`src/sv/positional_list_engine_unit_assert.svh`:
```
`ifndef POSITIONAL_LIST_ENGINE_UNIT_ASSERT_SVH
`define POSITIONAL_LIST_ENGINE_UNIT_ASSERT_SVH

// Same-cycle implication, sampled on clk, off during reset.
`define PLE_ASSERT_NOW(label, ante, cons, msg) \
    label: assert property (@(posedge clk) disable iff (!rst_n) (ante) |-> (cons)) \
        else $error(msg);

// Next-cycle implication, sampled on clk, off during reset.
`define PLE_ASSERT_NEXT(label, ante, cons, msg) \
    label: assert property (@(posedge clk) disable iff (!rst_n) (ante) |=> (cons)) \
        else $error(msg);

`endif

```
`src/sv/ple_pkg.sv`:
```
package ple_pkg;

    localparam int DEPTH  = 64;
    localparam int FILL_W = $clog2(DEPTH + 1);
    localparam int CMP_W  = 8;
    localparam int DATA_W = 32;
    localparam int POS_W  = 7;
    localparam int CNT_W  = 7;

    typedef enum logic [2:0] {
        MODE_INS_FRONT = 3'd0,
        MODE_INS_BACK  = 3'd1,
        MODE_INS_POS   = 3'd2,
        MODE_DEL_FRONT = 3'd3,
        MODE_DEL_BACK  = 3'd4,
        MODE_DEL_POS   = 3'd5,
        MODE_LIST      = 3'd6
    } mode_t;

    typedef enum logic [1:0] {
        STAT_OK     = 2'd0,
        STAT_BADPOS = 2'd1,
        STAT_FULL   = 2'd2,
        STAT_EMPTY  = 2'd3
    } status_t;

    // controller -> datapath
    typedef struct packed {
        logic exec;
        logic list_step;
        logic list_last;
    } cmd_t;

    // datapath -> controller
    typedef struct packed {
        logic [FILL_W-1:0] fill;
        logic              slot_free;
    } stat_t;

endpackage

```
`src/sv/ple_ctrl.sv`:
```
`include "positional_list_engine_unit_assert.svh"

module ple_ctrl (
    input  logic           clk,
    input  logic           rst_n,
    input  logic           in_valid,
    output logic           in_ready,
    input  ple_pkg::mode_t mode,
    input  ple_pkg::stat_t stat,
    output ple_pkg::cmd_t  cmd
);
    import ple_pkg::*;

    typedef enum logic [1:0] {
        ST_IDLE = 2'b01,
        ST_LIST = 2'b10
    } state_t;

    state_t            state_reg, state_next;
    logic [FILL_W-1:0] idx_reg, idx_next;
    logic              accept;
    logic              start_list;

    assign in_ready   = (state_reg == ST_IDLE) && stat.slot_free;
    assign accept     = in_valid && in_ready;
    assign start_list = (mode == MODE_LIST) && (stat.fill != '0);

    always_comb
    begin
        state_next    = state_reg;
        idx_next      = idx_reg;
        cmd.exec      = 1'b0;
        cmd.list_step = 1'b0;
        cmd.list_last = (idx_reg == stat.fill - FILL_W'(1));
        case (state_reg)
            ST_IDLE:
            begin
                if (accept)
                begin
                    if (start_list)
                    begin
                        state_next = ST_LIST;
                        idx_next   = '0;
                    end
                    else
                    begin
                        cmd.exec = 1'b1;
                    end
                end
            end
            ST_LIST:
            begin
                if (stat.slot_free)
                begin
                    cmd.list_step = 1'b1;
                    idx_next      = idx_reg + FILL_W'(1);
                    if (cmd.list_last)
                    begin
                        state_next = ST_IDLE;
                    end
                end
            end
            default:
            begin
                state_next = ST_IDLE;
            end
        endcase
    end

    always_ff @(posedge clk or negedge rst_n)
    begin
        if (!rst_n)
        begin
            state_reg <= ST_IDLE;
            idx_reg   <= '0;
        end
        else
        begin
            state_reg <= state_next;
            idx_reg   <= idx_next;
        end
    end

    `PLE_ASSERT_NOW(a_no_req_while_list, state_reg == ST_LIST, !in_ready,
                    "request taken while listing")
    `PLE_ASSERT_NEXT(a_list_ends_idle, cmd.list_step && cmd.list_last,
                     state_reg == ST_IDLE, "listing did not return to idle")
    `PLE_ASSERT_NOW(a_idx_in_range, state_reg == ST_LIST, idx_reg < stat.fill,
                    "list index beyond fill")

endmodule

```
`config.mk`:
```
export PLATFORM = sky130hd
export DESIGN_NAME = ple_ctrl
export DESIGN_NICKNAME = d
export VERILOG_FILES = /design/src/sv/ple_pkg.sv /design/src/sv/ple_ctrl.sv
export VERILOG_INCLUDE_DIRS = /design/src /design/src/sv
export SDC_FILE = /design/constraint.sdc
export NUM_CORES = 1
export LEC_CHECK = 0
export BUFFER_PORTS_ARGS = -buffer_cell sky130_fd_sc_hd__clkbuf_2
export CAP_MARGIN = 5
export CORE_ASPECT_RATIO = 1.2
export CORE_UTILIZATION = 35
export DETAILED_ROUTE_END_ITERATION = 16
export GPL_TIMING_DRIVEN = 1
export REMOVE_ABC_BUFFERS = 1
export SLEW_MARGIN = 20
export SYNTH_ARGS = -nofsm -noshare
export SYNTH_HDL_FRONTEND = slang
export SYNTH_SLANG_ARGS = --single-unit
```
`constraint.sdc`:
```
create_clock -name clk -period 1.8 [get_ports clk]
set_clock_uncertainty 0.2 [all_clocks]
set_input_delay 0.18 -clock clk [delete_from_list [all_inputs] [get_ports clk]]
set_output_delay 0.18 -clock clk [all_outputs]
set_load 0.01 [all_outputs]
```
# Word-level counts from Yosys, hierarchy flattened

Index checks and enable logic that the tools add are counted.

Flip-flop bits (word level): 9
Bits of input ports: 14
Output and inout bits: 4

$add $sub $neg: 2
Eq/ne operators: 8
Muxes and demuxes: 14
Reduce and logical (&&, ||, !) cells: 7

Operators with widths:

| cell                  | count |
|---|---|
| $mux W7               | 3 |
| $pmux W7 S2           | 1 |
| $mux W2               | 4 |
| $ne A2 B2 Y1 const B  | 4 |
| $reduce_and A4 Y1     | 2 |
| $add A7 B1 Y7 const B | 1 |
| $eq A7 B7 Y1          | 1 |
| $reduce_bool A7 Y1    | 1 |
| $sub A7 B1 Y7 const B | 1 |
| $mux W1               | 5 |
| $pmux W2 S2           | 1 |
| $eq A3 B3 Y1 const B  | 1 |
| $logic_and A1 B1 Y1   | 3 |
| $eq A2 B1 Y1 const B  | 1 |
| $eq A2 B2 Y1 const B  | 1 |
| $reduce_bool A2 Y1    | 1 |

# Longest topological paths before layout

Depth after elaboration: 5
Mapped depth: 7
Gate-level depth less buffers: 7

# Worst setup path before layout

Ideal clock, no wire load.

Kind: input to output
Start: in stat[1] in the netlist's numbering
End: out cmd[0] in the netlist's numbering
Arrival: 1341 ps
Path slack: 79 ps
Cell stages on the path: 6
Path buffers: 0
Path through: inv_1 ha_1 or2b_1 a311o_1 a21oi_1 and2_2

RTL lines:

| element     | line           | source |
|---|---|---|
| from (decl) | ple_ctrl.sv:9  | `input ple_pkg::stat_t stat,` |
| to (decl)   | ple_ctrl.sv:10 | `output ple_pkg::cmd_t cmd` |

==> impl_metrics.env <==
export IMPL_synth_area_leaders="dfrtp_1 (30%), xor2_1 (13%), nor2_1 (6.1%)"
export IMPL_run_status="finished with violations"
export IMPL_worst_setup_path_end_kind="output pin"
export IMPL_p_sw_uw=123
export IMPL_dp_slack_ns=-0.219
export IMPL_cap_viol_max_count=0
export IMPL_n_fill_cell=196
export IMPL_intPower_uw=353
export IMPL_clk_pin_slew_ns=0.06
export IMPL_clockBufferDepth=2
export IMPL_seq_area_frac_synth_pct=33.7
export IMPL_grt_pass1_wl_mm=2.54
export IMPL_timing_hold_ws_ns=0.0189
export IMPL_comb_power_share_pct=23.4
export IMPL_pin_count=18
export IMPL_netlist_instances=77
export IMPL_ys_warn_count=0
export IMPL_path_buf_inv=1
export IMPL_clockRootBuffer="clkbuf_4"
export IMPL_n_antenna_cell=0
export IMPL_powerDensity_nw_per_um2=483
export IMPL_die_width_um=42.0
export IMPL_final_cell_mix="clkbuf_2 (17), buf_4 (17), nor2_1 (11)"
export IMPL_seqPwrFrac_pct=45.0
export IMPL_yosysTopAreaCellShare_pct=29.8
export IMPL_start_util_pct=36.7
export IMPL_synth_main_ff_cell="dfrtp_1"
export IMPL_fin_ws_ns=-0.189
export IMPL_finish_utilization_pct=54.0
export IMPL_synth_avg_cell_area_um2=8.73
export IMPL_period_minus_slack_ns=1.99
export IMPL_p_sw_share_pct=25.9
export IMPL_grtUsageTotal_pct=16.5
export IMPL_cts_max_level=1
export IMPL_synth_edff_count=0
export IMPL_cpMaxStageDelayCell="dfrtp_1"
export IMPL_grt_ovfl_total=0
export IMPL_die_h_um=50.0
export IMPL_multi_input_area_um2=459
export IMPL_antenna_found_initial=0
export IMPL_finalSetupViolCount=1
export IMPL_final_max_slew_violation_count=0
export IMPL_crit_required_ns=1.42
export IMPL_synth_area_um2=672
export IMPL_cts_buffers=3
export IMPL_max_slew_margin_pct=78.5
export IMPL_wl_per_cell_um=11.5
export IMPL_clkPwrFrac_pct=31.6
export IMPL_initialDrtViolationCount=15
export IMPL_worstPathArrival_ns=1.61
export IMPL_place_congestion=0.786
export IMPL_slowest_delay_ns=0.40
export IMPL_place_hpwl_mm=1.19
export IMPL_dieArea_um2=2100
export IMPL_clkSinkCount=9
export IMPL_p_leak_uw=0.000509
export IMPL_num_vias=677
export IMPL_finalCritPeriodShare_pct=110
export IMPL_crit_family="compound AO/OA/AOI/OAI gates"
export IMPL_ir_drop_mv=0.287
export IMPL_crit_type="reg2out"
export IMPL_failed_checks="setup timing"
export IMPL_final_cells=134
export IMPL_final_hold_viol_count=0
export IMPL_row_count=17
export IMPL_clk_insertion_delay_late_ns=0.25
export IMPL_r2r_slack_ns=0.08
export IMPL_area_growth_pct=46.9
export IMPL_dp_cells=126
export IMPL_io_buffers=17
export IMPL_drtAntennaViolNets=0
export IMPL_seqCellArea_um2=226
export IMPL_synth_seq_cells=9
export IMPL_fmax_mhz=503
export IMPL_critPathLaunchType="register"
export IMPL_core_um2=1830
export IMPL_drive_gt1_share_pct=42.6
export IMPL_drt_wl_total_mm=1.54
export IMPL_path_cells="xor2_2 > a311o_1 > a21oi_2 > and2_2 > clkbuf_2"
export IMPL_rsz0062_at_grt="yes"
export IMPL_cts_tree="built"
export IMPL_tightest_slew_ns=0.320
export IMPL_grt_max_degree=10
export IMPL_avgViaCountPerCell=5.05
export IMPL_drtPass1Iterations=4
export IMPL_hold_class="in2reg"
export IMPL_yosysUniqueCellTypes=31
export IMPL_crit_fanout=2
export IMPL_synthArstFlopShare_pct=100
export IMPL_yosysTopAreaCell="dfrtp_1"
export IMPL_grt_pass1_vias=636
export IMPL_largest_reg_flops=7
export IMPL_layout_nets=133
export IMPL_drc=0
[layer usage]
metal	up-vias	global-route usage [%]	share of wire (%)
li1	343	-	-
met1	317	18.2	45
met2	13	26.6	51
met3	4	2.56	1.9
met4	0	15.6	2.5
met5	-	0	0
[stage by stage]
| stage | TNS [ns] | total power [µW] | area (µm²) |
|---|---|---|---|
| 4_1_cts | -0.218 | 486 | 985 |
| 6_report | -0.189 | 477 | 987 |
| 3_5_place_dp | -0.721 | 316 | 885 |
| 3_3_place_gp | -0.684 | 315 | 885 |
| 2_1_floorplan | -0.0225 | 261 | 663 |
| 5_1_grt | -0.321 | 510 | 987 |
[path summary, 6_finish.rpt]
check,from,end,depth (start not counted)
min,stat[0],state_reg[0],2
max reg2reg,idx_reg[4],state_reg[0],6
max in group asynchronous,rst_n,state_reg[0],2
max,idx_reg[4],cmd[0],5
min reg2reg,idx_reg[6],idx_reg[6],2
min in group asynchronous,rst_n,idx_reg[5],2
[cell families (layout without fill, tap and decap cells)]
| group | after synthesis | count (layout) | synth area share [%] |
|---|---|---|---|
| xor+xnor | 11 | 11 | 14.3 |
| compound gates | 9 | 9 | 9.87 |
| simple gates | 36 | 36 | 29.2 |
| mux | 2 | 2 | 3.17 |
| fa+ha+maj | 3 | 3 | 5.59 |
| buf+inv | 7 | 45 | 4.10 |
| flops | 9 | 9 | 33.7 |
[power by group through the flow]
stage / registers (µW) / logic, µW / clock network (µW)
after global placement: 218 / 96.7 / 0
after global routing: 216 / 123 / 172
after detailed placement: 218 / 98.1 / 0
final: 214 / 112 / 151
after floorplan: 217 / 44.2 / 0
after CTS: 214 / 114 / 157
[timing repair]
| item | 4_1_cts | 5_1_grt |
|---|---|---|
| pin swaps | 4 | 4 |
| setup buffers | 4 | 1 |
| resized for setup | 5 | 3 |
| endpoints found under the hold margin | 10 | 0 |
| endpoints found under the setup margin | 1 | 5 |
| hold buffers | 2 | 0 |
[layout make-up]
| cell class | instances | share of cell area [%] |
|---|---|---|
| multi-input combinational | 61 | 46.5 |
| sequential | 9 | 22.9 |
| inverter | 5 | 1.90 |
| timing repair buffer | 36 | 23.6 |
| tap | 19 | 2.41 |
| clock buffer | 4 | 2.66 |
[synthesized netlist by cell type, types with 2 or more instances]
cell type  instances
ha_1               3
nand4_1            3
and3_1             2
inv_1              5
nor2b_1            2
nand2_1            8
xor2_1            10
and3b_1            2
a21oi_1            3
nor2_1            11
dfrtp_1            8
(Power assumes the default switching activity.)
